## config.mk

```make
export PLATFORM = sky130hd
export DESIGN_NAME = glyph_tile_cache
export DESIGN_NICKNAME = d
export VERILOG_FILES = /design/src/rtl/gtc_pkg.sv /design/src/rtl/gtc_cell.sv /design/src/rtl/glyph_tile_cache.sv
export SDC_FILE = /design/constraint.sdc
export NUM_CORES = 2
export LEC_CHECK = 0
export ABC_AREA = 1
export BUFFER_PORTS_ARGS = -buffer_cell sky130_fd_sc_hd__buf_2
export CAP_MARGIN = 20
export CORE_ASPECT_RATIO = 0.5
export CORE_MARGIN = 2
export CORE_UTILIZATION = 45
export CTS_CLUSTER_DIAMETER = 150
export DETAILED_ROUTE_END_ITERATION = 8
export GPL_TIMING_DRIVEN = 0
export PLACE_DENSITY_LB_ADDON = 0.25
export SETUP_SLACK_MARGIN = 0.05
export SLEW_MARGIN = 20
export SYNTH_ARGS = -nofsm -noshare
export SYNTH_HDL_FRONTEND = slang
export SYNTH_SLANG_ARGS = --single-unit
```

## constraint.sdc

```tcl
create_clock -name clock -period 5.7 [get_ports clock]
set_clock_uncertainty 0.15 [all_clocks]
set_input_delay 0.855 -clock clock [delete_from_list [all_inputs] [get_ports clock]]
set_output_delay 0.855 -clock clock [all_outputs]
set_load 0.03 [all_outputs]
```

## src/rtl/gtc_pkg.sv

```systemverilog
// ----------------------------------------------------------------------------
// gtc_pkg: shared types and codes for the glyph tile cache
// Entry and probe layouts, command, status and register index codes.
// ----------------------------------------------------------------------------
package gtc_pkg;

   localparam int unsigned KEY_W  = 14;
   localparam int unsigned SLOT_W = 10;

   localparam logic [SLOT_W-1:0] SLOT_MAX = 10'd1023;

   // request commands
   localparam logic [1:0] CMD_PLACE   = 2'd0;
   localparam logic [1:0] CMD_CLEAR   = 2'd1;
   localparam logic [1:0] CMD_RESERVE = 2'd2;

   // response status codes
   localparam logic [1:0] STAT_OK       = 2'd0;
   localparam logic [1:0] STAT_FULL     = 2'd1;
   localparam logic [1:0] STAT_OVERFLOW = 2'd2;

   // register indexes
   localparam logic CSR_TILE_BASE = 1'b0;
   localparam logic CSR_BLANK_ID  = 1'b1;

   // one cached pair: key is {color, glyph id}
   typedef struct packed {
      logic [KEY_W-1:0]  key;
      logic [SLOT_W-1:0] slot;
   } entry_type;

   // lookup token that walks the row of cells
   typedef struct packed {
      logic              active;
      logic              match;
      logic [KEY_W-1:0]  key;
      logic [SLOT_W-1:0] slot;
   } probe_type;

endpackage

```

## src/rtl/gtc_cell.sv

```systemverilog
// ----------------------------------------------------------------------------
// gtc_cell: one entry of the glyph tile cache
// Holds a single cached pair and passes the lookup token to its neighbor,
// marking it on a key match.
// ----------------------------------------------------------------------------
module gtc_cell
   import gtc_pkg::*;
(
   input  logic      clock,
   input  logic      reset,
   input  logic      live,
   input  logic      wr_en,
   input  entry_type wr_entry,
   input  probe_type prev_probe,
   output probe_type next_probe
);

   entry_type entry_ff;
   entry_type entry_in;
   probe_type probe_ff;
   probe_type probe_in;
   logic      match_now;

   assign match_now = prev_probe.active && !prev_probe.match && live &&
                      (entry_ff.key == prev_probe.key);

   always_comb begin
      entry_in = wr_en ? wr_entry : entry_ff;
      probe_in = prev_probe;
      if (match_now) begin
         probe_in.match = 1'b1;
         probe_in.slot  = entry_ff.slot;
      end
   end

   always_ff @(posedge clock) begin
      entry_ff <= entry_in;
   end

   always_ff @(posedge clock) begin
      if (reset) begin
         probe_ff <= '0;
      end else begin
         probe_ff <= probe_in;
      end
   end

   assign next_probe = probe_ff;

endmodule

```

## src/rtl/glyph_tile_cache.sv

```systemverilog
// ----------------------------------------------------------------------------
// glyph_tile_cache: character slot cache for (color, glyph id) pairs
// Looks up pairs in a row of entry cells, appends misses and hands out
// tilemap words; also clears the cache and reserves slots on request.
// ----------------------------------------------------------------------------
// Usage:
//   req_*  : one request per valid/ready handshake; req_cmd selects place,
//            clear or reserve. Only one request is in flight at a time.
//   rsp_*  : exactly one response per request, in order, through an output
//            register; the next request is taken while a response waits.
//   csr_*  : write tile_base / blank_id while no request is in flight.
// Flow: a place request of a non-blank glyph walks a token through all
//   TABLE_DEPTH cells, one cell per cycle, then passes the finish step
//   into the output register. Blank, clear, reserve and unused commands
//   go straight from accept to the finish step.
// Pacing: a new request is taken only once the previous one has left the
//   finish step, so lookups are paced by the length of the cell row plus
//   the finish step and the other commands by the finish step alone.
// Reset: empties the cache, zeroes the slot counter, tile_base = 128 and
//   blank_id = 0. Cell contents are left as they are and are masked by
//   the fill count.
// Stall: while rsp_ready is low the response holds; a finished lookup
//   waits in the finish state until the output register frees.
// ----------------------------------------------------------------------------
module glyph_tile_cache
   import gtc_pkg::*;
#(
   parameter int unsigned TABLE_DEPTH = 64
) (
   input  logic        clock,
   input  logic        reset,
   input  logic        req_valid,
   output logic        req_ready,
   input  logic [1:0]  req_cmd,
   input  logic [6:0]  req_color,
   input  logic [6:0]  req_glyph_id,
   input  logic [9:0]  req_reserve_count,
   output logic        rsp_valid,
   input  logic        rsp_ready,
   output logic [15:0] rsp_tile_top,
   output logic [15:0] rsp_tile_bottom,
   output logic [9:0]  rsp_slot,
   output logic        rsp_hit,
   output logic [1:0]  rsp_status,
   input  logic        csr_wr_en,
   input  logic        csr_index,
   input  logic [15:0] csr_wdata
);

   localparam int unsigned IDX_W = $clog2(TABLE_DEPTH);
   localparam int unsigned CNT_W = $clog2(TABLE_DEPTH + 1);

   localparam logic [1:0] ST_IDLE   = 2'd0;
   localparam logic [1:0] ST_SCAN   = 2'd1;
   localparam logic [1:0] ST_FINISH = 2'd2;

   // control and request registers
   logic [1:0]        state_ff, state_in;
   logic [1:0]        cmd_ff, cmd_in;
   logic [KEY_W-1:0]  key_ff, key_in;
   logic [9:0]        rcount_ff, rcount_in;
   logic              blank_ff, blank_in;
   logic              hit_ff, hit_in;
   logic [SLOT_W-1:0] hit_slot_ff, hit_slot_in;

   // cache state and registers
   logic [CNT_W-1:0]  entry_count_ff, entry_count_in;
   logic [SLOT_W-1:0] slot_counter_ff, slot_counter_in;
   logic [15:0]       tile_base_ff, tile_base_in;
   logic [6:0]        blank_id_ff, blank_id_in;

   // response register
   logic              rsp_valid_ff, rsp_valid_in;
   logic [15:0]       rsp_tile_top_ff, rsp_tile_top_in;
   logic [15:0]       rsp_tile_bottom_ff, rsp_tile_bottom_in;
   logic [SLOT_W-1:0] rsp_slot_ff, rsp_slot_in;
   logic              rsp_hit_ff, rsp_hit_in;
   logic [1:0]        rsp_status_ff, rsp_status_in;

   // cell row
   probe_type              probe_chain [TABLE_DEPTH+1];
   logic [TABLE_DEPTH-1:0] cell_live;
   logic [TABLE_DEPTH-1:0] cell_wr;
   logic [TABLE_DEPTH-1:0] probe_busy;
   entry_type              new_entry;

   logic              accept;
   logic              start_scan;
   logic              finish_go;
   logic              append_go;
   logic              table_full;
   logic [SLOT_W-1:0] tile_slot;
   logic [15:0]       tile_top;
   logic [10:0]       rsv_sum;

   assign req_ready  = (state_ff == ST_IDLE);
   assign accept     = req_valid && req_ready;
   assign start_scan = accept && (req_cmd == CMD_PLACE) && (req_glyph_id != blank_id_ff);
   assign finish_go  = (state_ff == ST_FINISH) && (!rsp_valid_ff || rsp_ready);
   assign table_full = (entry_count_ff == CNT_W'(TABLE_DEPTH));

   // append only on a real miss with room in the table and the counter
   assign append_go = finish_go && (cmd_ff == CMD_PLACE) && !blank_ff && !hit_ff &&
                      !table_full && (slot_counter_ff != SLOT_MAX);

   // tilemap words wrap modulo 2^16
   assign tile_slot = hit_ff ? hit_slot_ff : slot_counter_ff;
   assign tile_top  = tile_base_ff + {5'd0, tile_slot, 1'b0};
   assign rsv_sum   = {1'b0, slot_counter_ff} + {1'b0, rcount_ff};

   assign new_entry.key  = key_ff;
   assign new_entry.slot = slot_counter_ff;

   // inject the lookup token at the head of the row: active, match, key, slot
   assign probe_chain[0] = {start_scan, 1'b0, req_color, req_glyph_id, SLOT_W'(0)};

   for (genvar i = 0; i < TABLE_DEPTH; i++) begin : g_cell
      assign cell_live[i]  = (CNT_W'(i) < entry_count_ff);
      assign cell_wr[i]    = append_go && (entry_count_ff[IDX_W-1:0] == IDX_W'(i));
      assign probe_busy[i] = probe_chain[i+1].active;

      gtc_cell u_cell (
         .clock      (clock),
         .reset      (reset),
         .live       (cell_live[i]),
         .wr_en      (cell_wr[i]),
         .wr_entry   (new_entry),
         .prev_probe (probe_chain[i]),
         .next_probe (probe_chain[i+1])
      );
   end

   always_comb begin
      state_in           = state_ff;
      cmd_in             = cmd_ff;
      key_in             = key_ff;
      rcount_in          = rcount_ff;
      blank_in           = blank_ff;
      hit_in             = hit_ff;
      hit_slot_in        = hit_slot_ff;
      entry_count_in     = entry_count_ff;
      slot_counter_in    = slot_counter_ff;
      tile_base_in       = tile_base_ff;
      blank_id_in        = blank_id_ff;
      rsp_valid_in       = rsp_valid_ff && !rsp_ready;
      rsp_tile_top_in    = rsp_tile_top_ff;
      rsp_tile_bottom_in = rsp_tile_bottom_ff;
      rsp_slot_in        = rsp_slot_ff;
      rsp_hit_in         = rsp_hit_ff;
      rsp_status_in      = rsp_status_ff;

      if (csr_wr_en) begin
         case (csr_index)
            CSR_TILE_BASE: tile_base_in = csr_wdata;
            CSR_BLANK_ID:  blank_id_in  = csr_wdata[6:0];
            default: ;
         endcase
      end

      case (state_ff)
         ST_IDLE: begin
            if (accept) begin
               cmd_in    = req_cmd;
               key_in    = {req_color, req_glyph_id};
               rcount_in = req_reserve_count;
               blank_in  = (req_glyph_id == blank_id_ff);
               hit_in    = 1'b0;
               state_in  = start_scan ? ST_SCAN : ST_FINISH;
            end
         end
         ST_SCAN: begin
            // token leaves the last cell: capture the lookup outcome
            if (probe_chain[TABLE_DEPTH].active) begin
               hit_in      = probe_chain[TABLE_DEPTH].match;
               hit_slot_in = probe_chain[TABLE_DEPTH].slot;
               state_in    = ST_FINISH;
            end
         end
         ST_FINISH: begin
            if (finish_go) begin
               rsp_valid_in       = 1'b1;
               rsp_tile_top_in    = '0;
               rsp_tile_bottom_in = '0;
               rsp_slot_in        = '0;
               rsp_hit_in         = 1'b0;
               rsp_status_in      = STAT_OK;
               state_in           = ST_IDLE;
               case (cmd_ff)
                  CMD_PLACE: begin
                     if (blank_ff) begin
                        // blank glyph: all zero, state kept
                     end else if (hit_ff || append_go) begin
                        rsp_tile_top_in    = tile_top;
                        rsp_tile_bottom_in = tile_top + 16'd1;
                        rsp_slot_in        = tile_slot;
                        rsp_hit_in         = hit_ff;
                        if (append_go) begin
                           entry_count_in  = entry_count_ff + CNT_W'(1);
                           slot_counter_in = slot_counter_ff + SLOT_W'(1);
                        end
                     end else if (table_full) begin
                        rsp_status_in = STAT_FULL;
                     end else begin
                        rsp_status_in = STAT_OVERFLOW;
                     end
                  end
                  CMD_CLEAR: begin
                     entry_count_in  = '0;
                     slot_counter_in = '0;
                  end
                  CMD_RESERVE: begin
                     if (rsv_sum > {1'b0, SLOT_MAX}) begin
                        rsp_status_in = STAT_OVERFLOW;
                     end else begin
                        rsp_slot_in     = slot_counter_ff;
                        slot_counter_in = rsv_sum[SLOT_W-1:0];
                     end
                  end
                  default: ;
               endcase
            end
         end
         default: begin
            state_in = ST_IDLE;
         end
      endcase
   end

   always_ff @(posedge clock) begin
      if (reset) begin
         state_ff        <= ST_IDLE;
         entry_count_ff  <= '0;
         slot_counter_ff <= '0;
         tile_base_ff    <= 16'd128;
         blank_id_ff     <= '0;
         rsp_valid_ff    <= 1'b0;
      end else begin
         state_ff        <= state_in;
         entry_count_ff  <= entry_count_in;
         slot_counter_ff <= slot_counter_in;
         tile_base_ff    <= tile_base_in;
         blank_id_ff     <= blank_id_in;
         rsp_valid_ff    <= rsp_valid_in;
      end
   end

   always_ff @(posedge clock) begin
      cmd_ff             <= cmd_in;
      key_ff             <= key_in;
      rcount_ff          <= rcount_in;
      blank_ff           <= blank_in;
      hit_ff             <= hit_in;
      hit_slot_ff        <= hit_slot_in;
      rsp_tile_top_ff    <= rsp_tile_top_in;
      rsp_tile_bottom_ff <= rsp_tile_bottom_in;
      rsp_slot_ff        <= rsp_slot_in;
      rsp_hit_ff         <= rsp_hit_in;
      rsp_status_ff      <= rsp_status_in;
   end

   assign rsp_valid       = rsp_valid_ff;
   assign rsp_tile_top    = rsp_tile_top_ff;
   assign rsp_tile_bottom = rsp_tile_bottom_ff;
   assign rsp_slot        = rsp_slot_ff;
   assign rsp_hit         = rsp_hit_ff;
   assign rsp_status      = rsp_status_ff;

`ifndef SYNTHESIS
   a_count_bound: assert property (@(posedge clock) disable iff (reset)
      entry_count_ff <= CNT_W'(TABLE_DEPTH))
      else $error("entry count beyond table depth");

   a_one_token: assert property (@(posedge clock) disable iff (reset)
      $onehot0(probe_busy))
      else $error("more than one lookup token in the cell row");

   a_idle_row_empty: assert property (@(posedge clock) disable iff (reset)
      req_ready |-> (probe_busy == '0))
      else $error("lookup token in flight while taking requests");

   a_hit_ok: assert property (@(posedge clock) disable iff (reset)
      (rsp_valid && rsp_hit) |-> (rsp_status == STAT_OK))
      else $error("hit reported with error status");
`endif

endmodule
```

## Yosys cells after proc, flatten, opt, wreduce, memory -nomap -nowiden

Cells that the tools add are included.

| word-level totals | value |
|---|---|
| bits in read-only memories | 0 |
| flip-flop bits (word level) | 3,312 |
| RAM bits | 0 |
| latch bits | 0 |
| output and inout port bits | 47 |
| memories | 0 |
| word-level logic and storage cells | 1,125 |
| bits of input ports | 48 |

| cells by class | value |
|---|---|
| divide/modulo/power cells | 0 |
| reductions and logical operators | 353 |
| bitwise gates (word level) | 4 |
| eq/ne operators | 142 |
| muxes and demuxes | 156 |
| magnitude comparators | 65 |
| shift operators | 0 |
| multiply operators | 0 |
| add/sub/neg operators | 5 |

Operator list:

| kind | number |
|---|---|
| $eq A14 B14 Y1 | 64 |
| $mux W10 | 71 |
| $logic_and A1 B1 Y1 | 265 |
| $lt A6 B7 Y1 const A | 32 |
| $eq A6 B6 Y1 const B | 32 |
| $lt A5 B7 Y1 const A | 16 |
| $eq A6 B5 Y1 const B | 16 |
| $logic_not A1 Y1 | 68 |
| $mux W1 | 68 |
| $lt A4 B7 Y1 const A | 8 |
| $eq A6 B4 Y1 const B | 8 |
| $pmux W10 S3 | 1 |
| $lt A3 B7 Y1 const A | 4 |
| $eq A6 B3 Y1 const B | 4 |
| $mux W7 | 3 |
| $pmux W10 S2 | 1 |
| $add A16 B1 Y16 const B | 1 |
| $add A16 B11 Y16 | 1 |
| $mux W2 | 8 |
| $lt A1 B7 Y1 const A | 2 |
| $lt A2 B7 Y1 const A | 2 |
| $pmux W7 S2 | 1 |
| $eq A6 B2 Y1 const B | 2 |
| $add A10 B10 Y11 | 1 |
| other kinds (27) | 46 |

## Longest topological paths before layout

| depth | value |
|---|---|
| depth in word-level cells | 12 |
| mapped depth | 19 |
| depth with buffers taken out | 18 |

## By module

From an unflattened synthesis, not the netlist that was laid out.

| unflattened totals | value |
|---|---|
| cells, all modules | 14,270 |
| area, all modules | 130,850.5 sq um |

By module, submodules not included:

| module | instances | area an instance (sq um) | cells each | seq. area each (sq um) |
|---|---|---|---|---|
| gtc_cell | 64 | 1,926.8 | 207 | 1,241.2 |
| glyph_tile_cache | 1 | 7,532.2 | 1,022 | 3,353.2 |

## Least setup slack after synthesis

OpenSTA, ideal clock, no wires.

| timing path | value |
|---|---|
| path type | input -> register |
| start point | in rsp_ready |
| end point | reg g_cell[13].u_cell.entry_ff[0] in the netlist's numbering (enable) |
| data arrival time | 4.708 ns |
| data required time | 5.145 ns |
| setup time | 0.405 ns |
| cell stages on the path | 8 |
| path slack | 0.437 ns |
| buffers on the path | 0 |
| path through | nor2_1 nor2_1 nand2_1 nor2_2 nand2_1 nor2_1 nand2_1 nor2_1 |

| between the ends | value |
|---|---|
| longest elaborated chain between the ends | 8 |

Ends and longest elaborated chain:

| item | RTL line | text |
|---|---|---|
| from (decl) | glyph_tile_cache.sv:39 | `input logic rsp_ready,` |
| $logic_or A1 B1 Y1 | glyph_tile_cache.sv:99 | `assign finish_go = (state_ff == ST_FINISH) && (!rsp_valid_ff \|\| rsp_ready);` |
| $logic_and A1 B1 Y1 | glyph_tile_cache.sv:99 |  |
| $logic_and A1 B1 Y1 (4 in series) | glyph_tile_cache.sv:103 | `assign append_go = finish_go && (cmd_ff == CMD_PLACE) && !blank_ff && !hit_ff &&` |
| $logic_and A1 B1 Y1 | glyph_tile_cache.sv:104 | `!table_full && (slot_counter_ff != SLOT_MAX);` |
| $logic_and A1 B1 Y1 | glyph_tile_cache.sv:119 | `assign cell_wr[i] = append_go && (entry_count_ff[IDX_W-1:0] == IDX_W'(i));` |
| named net g_cell[13].u_cell.wr_en | gtc_cell.sv:12 | `input logic wr_en,` |
| to (signal assigned) | gtc_cell.sv:37 | `entry_ff <= entry_in;` |
| to (decl) | gtc_cell.sv:18 | `entry_type entry_ff;` |

The timed path passes the listed nets, and every way through them passes these cells.
A chain may end at the register's enable or synchronous reset.

## Final worst setup path

| timing path | value |
|---|---|
| start point | reg entry_count_ff[2] |
| end point | reg g_cell[45].u_cell.entry_ff[0] in the netlist's numbering (enable) |

| between the ends | value |
|---|---|
| longest elaborated chain between the ends | 5 |
| elaborated cells between the ends (all ways) | 6 |
| those cells by class | eq/ne: 2; reduce/logical: 4 |

Ends and longest elaborated chain:

| item | RTL line | text |
|---|---|---|
| from (decl) | glyph_tile_cache.sv:67 | `logic [CNT_W-1:0] entry_count_ff, entry_count_in;` |
| from (signal assigned) | glyph_tile_cache.sv:239 | `entry_count_ff <= entry_count_in;` |
| $eq A7 B7 Y1 | glyph_tile_cache.sv:100 | `assign table_full = (entry_count_ff == CNT_W'(TABLE_DEPTH));` |
| $logic_not A1 Y1 | glyph_tile_cache.sv:104 |  |
| $logic_and A1 B1 Y1 | glyph_tile_cache.sv:103 |  |
| $logic_and A1 B1 Y1 | glyph_tile_cache.sv:104 |  |
| $logic_and A1 B1 Y1 (*) | glyph_tile_cache.sv:119 |  |
| named net g_cell[45].u_cell.wr_en | gtc_cell.sv:12 |  |
| to (signal assigned) | gtc_cell.sv:37 |  |
| to (decl) | gtc_cell.sv:18 |  |

Mark *: on every way through the listed nets, which the timed path passes. The rest lies on a longest branch.

==> summary.txt <==
Run status
  – Result of the run: completed

CTS
  – CTS Root Buffer Type: sky130_fd_sc_hd__clkbuf_16
  – Clock insertion delay at the later pin of the skew report: 850 ps
  – Deepest clock path buffer count: 4
  – Sink count of the clock tree: 3312
  – Count of buffers added by post-CTS timing repair for setup: 0
  – Clock slew at reported path FFs: 70 ps
  – TritonCTS clock tree: yes
  – Total CTS buffers: 292
  – Maximum level of the CTS H-tree: 5

Power and ir drop
  – Total power divided by cell area: 345.5 mW/mm²
  – IR drop worst, VDD: 0.2214 mV
  – Leakage power summed over all cells: 48.89 nW
  – Sum of internal, switching and leakage power: 46.22 mW

Synthesis
  – Commonest register cell after synthesis: sky130_fd_sc_hd__dfxtp_1
  – Synth Cell Area: 0.1166 mm²
  – Cells taking the most area after synthesis: sky130_fd_sc_hd__edfxtp_1, sky130_fd_sc_hd__dfxtp_1, sky130_fd_sc_hd__nor2_1
  – Most numerous cell in the Yosys netlist: sky130_fd_sc_hd__nor2_1
  – EDFF count, synth: 1619
  – Share of Yosys cell area claimed by the top area cell type: 41.69%
  – Mapped Cells: 10790
  – Flops & latches, synth: 3312
  – Warnings, synthesis: 0
  – Synthesized area per cell: 10.81 µm²
  – Post-synthesis async set-or-reset flop share: 0%
  – Netlist cell types: 55
  – Dominant cell type by area after synthesis: sky130_fd_sc_hd__edfxtp_1
  – Sequential element share of the synthesized area: 70.76%
  – Net count after synthesis: 10870
  – Top cells by count, synth: sky130_fd_sc_hd__nor2_1, sky130_fd_sc_hd__inv_1, sky130_fd_sc_hd__dfxtp_1

Drt
  – Pre-antenna DRT Iters: 7
  – Vias post-DR: 73500
  – Average via count per standard cell: 4.891
  – Final routed wirelength across all metal layers: 291.5 mm
  – Total DRC errors in the routed layout: 0
  – Violation count after the first detailed-route iteration: 5869
  – Average routed wire per standard cell: 19.40 µm
  – Number of nets with antenna violations after detailed routing: 0

Timing
  – Setup repair after global routing missed its margin: no
  – Least-Margin Pin Slew: 1197 ps
  – Count of endpoints failing setup in the final report: 0
  – Post-Route Hold Slack: 53.03 ps
  – Clock period minus worst slack: 4448 ps
  – Period utilization: 78.04%
  – Post-layout worst setup margin: 1252 ps
  – Count of endpoints failing hold in the final timing report: 0
  – Worst slew slack as a fraction of its limit: 20.13%
  – Achievable clock frequency: 224.8 MHz
  – Max-slew violation count: 0

Global route
  – GRT Total Usage: 21.79%
  – Overflow left after global routing: 0
  – Pin count of the biggest net entering global routing: 43
  – Global-route wire length before repair: 436.7 mm
  – Number of global-route vias before repair: 71530
  – Antenna violations before repair: 34

Min path
  – Worst Min Path Start: req_reserve_count[2]
  – Worst min-delay path class: in2reg

Worst setup path
  – Maximum net fanout on the critical path: 24
  – Kind of critical path: reg2reg
  – CP Launch Type: flop
  – CP endpoint kind: flop
  – Reg-to-reg startpoint: entry_count_ff[2]
  – Req. time, crit path: 6010 ps
  – Critical path data arrival time: 4760 ps
  – Crit path from: entry_count_ff[2]

Floorplanning
  – Vertical die dimension: 364.0 µm
  – Initial standard-cell utilization of the core: 45.14%
  – Site row count: 132
  – I/O pin total: 95
  – Total core area: 0.2583 mm²
  – Width of the chip: 723.9 µm
  – Die Area: 0.2635 mm²

Place
  – DP HPWL: 212.0 mm
  – RePlAce Congestion: 0.8554
  – Pre-CTS WS: 1296 ps
  – Number of buffers added on ports: 93
  – DP Cell Count: 14490

Layout
  – Area growth syn-to-layout: 14.72%
  – Ratio of cells with drive above 1 in the final layout: 7.938%
  – Fin nets: 11380
  – Final Instance Count excl. Fillers: 15030

Run
  – Number of max-cap violations: 0
cells by family (layout without fill, tap and decap cells):
group           after synthesis  in the layout  synth area share (%)
other cells                   0              4                     0
compound gates             1288           1288                 6.094
simple gates               3697           3697                 13.05
xor+xnor                    411            411                 3.087
fa+ha+maj                    32             32                0.3562
flops                      3312           3312                 70.76
buf+inv                    2048           2800                 6.659
flip-flops by register name, summed over array words and instances (netlist names), 14 cells and up:
signal                    cells
g_cell.u_cell.entry_ff     1536
g_cell.u_cell.next_probe   1650
key_ff                       14
rsp_tile_bottom              16
rsp_tile_top                 16
tile_base_ff                 16
power by group:
group	total, mW	switching, mW	internal, mW
registers	25.2	0.137	25.0
logic	1.26	0.955	0.310
clock network	19.8	8.62	11.2
total	46.2	9.71	36.5
routing by layer:
layer / global-route usage [%] / vias up / part of all wire (%)
li1: - / 35760 / -
met1: 30.39 / 35500 / 46
met2: 36.22 / 1822 / 46
met3: 2.915 / 420 / 5.5
met4: 5.290 / 4 / 2.4
met5: 0.1259 / - / 0.0082
critical path, cell delays in order (launching register included):
cell and delay [ps]:
sky130_fd_sc_hd__dfxtp_1 410, sky130_fd_sc_hd__buf_4 360, sky130_fd_sc_hd__inv_2 150, sky130_fd_sc_hd__nand2_1 100, sky130_fd_sc_hd__inv_2 60, sky130_fd_sc_hd__nand4_1 360, sky130_fd_sc_hd__nand2_1 150, sky130_fd_sc_hd__nor2_2 130
sky130_fd_sc_hd__nand2_1 320, sky130_fd_sc_hd__nor2_1 340, sky130_fd_sc_hd__nand2_1 640, sky130_fd_sc_hd__nor2_4 880
metrics by stage:
stage	util [%]	TNS, ps	cell area (µm²)
2_1_floorplan	-	0	116600
3_3_place_gp	47.01	-2822780	121400
3_5_place_dp	48.09	0	124200
4_1_cts	51.79	0	133800
5_1_grt	51.79	0	133800
6_report	51.79	0	133800
final cells by class:
class / instances / area, µm²
buffer: 332 / 1355
sequential: 3312 / 82550
clock inverter: 108 / 1075
tap: 3484 / 4359
inverter: 1716 / 6441
fill: 22670 / 124500
multi-input combinational: 5428 / 26830
timing repair buffer: 222 / 2726
antenna: 4 / 10.01
clock buffer: 422 / 8439
repair_timing:
action	CTS	global route
hold buffers	2	0
endpoints found under the hold margin	2	0
gates resized for setup	0	0
path summary, 6_finish.rpt:
check	end	slack [ps]	depth (start not counted)
worst max-delay path	g_cell[45].u_cell.entry_ff[0]	1250	11
worst max register to register	g_cell[45].u_cell.entry_ff[0]	1250	11
worst min-delay path	rcount_ff[2]	50	1
worst min register to register	hit_slot_ff[4]	250	0
placed cells by master (no fill, tap or decap), drive strengths merged, types with 94 or more instances in the layout:
master  synthesis  final
a21oi         393    393
buf            55    275
clkbuf        277    699
dfxtp        1693   1693
edfxtp       1619   1619
inv          1711   1724
nand2        1036   1036
nand3         152    152
nor2         2116   2116
nor4           94     94
o21ai         649    649
xnor2         199    199
xor2          212    212
Note: power is estimated with default switching activity, not from simulation.
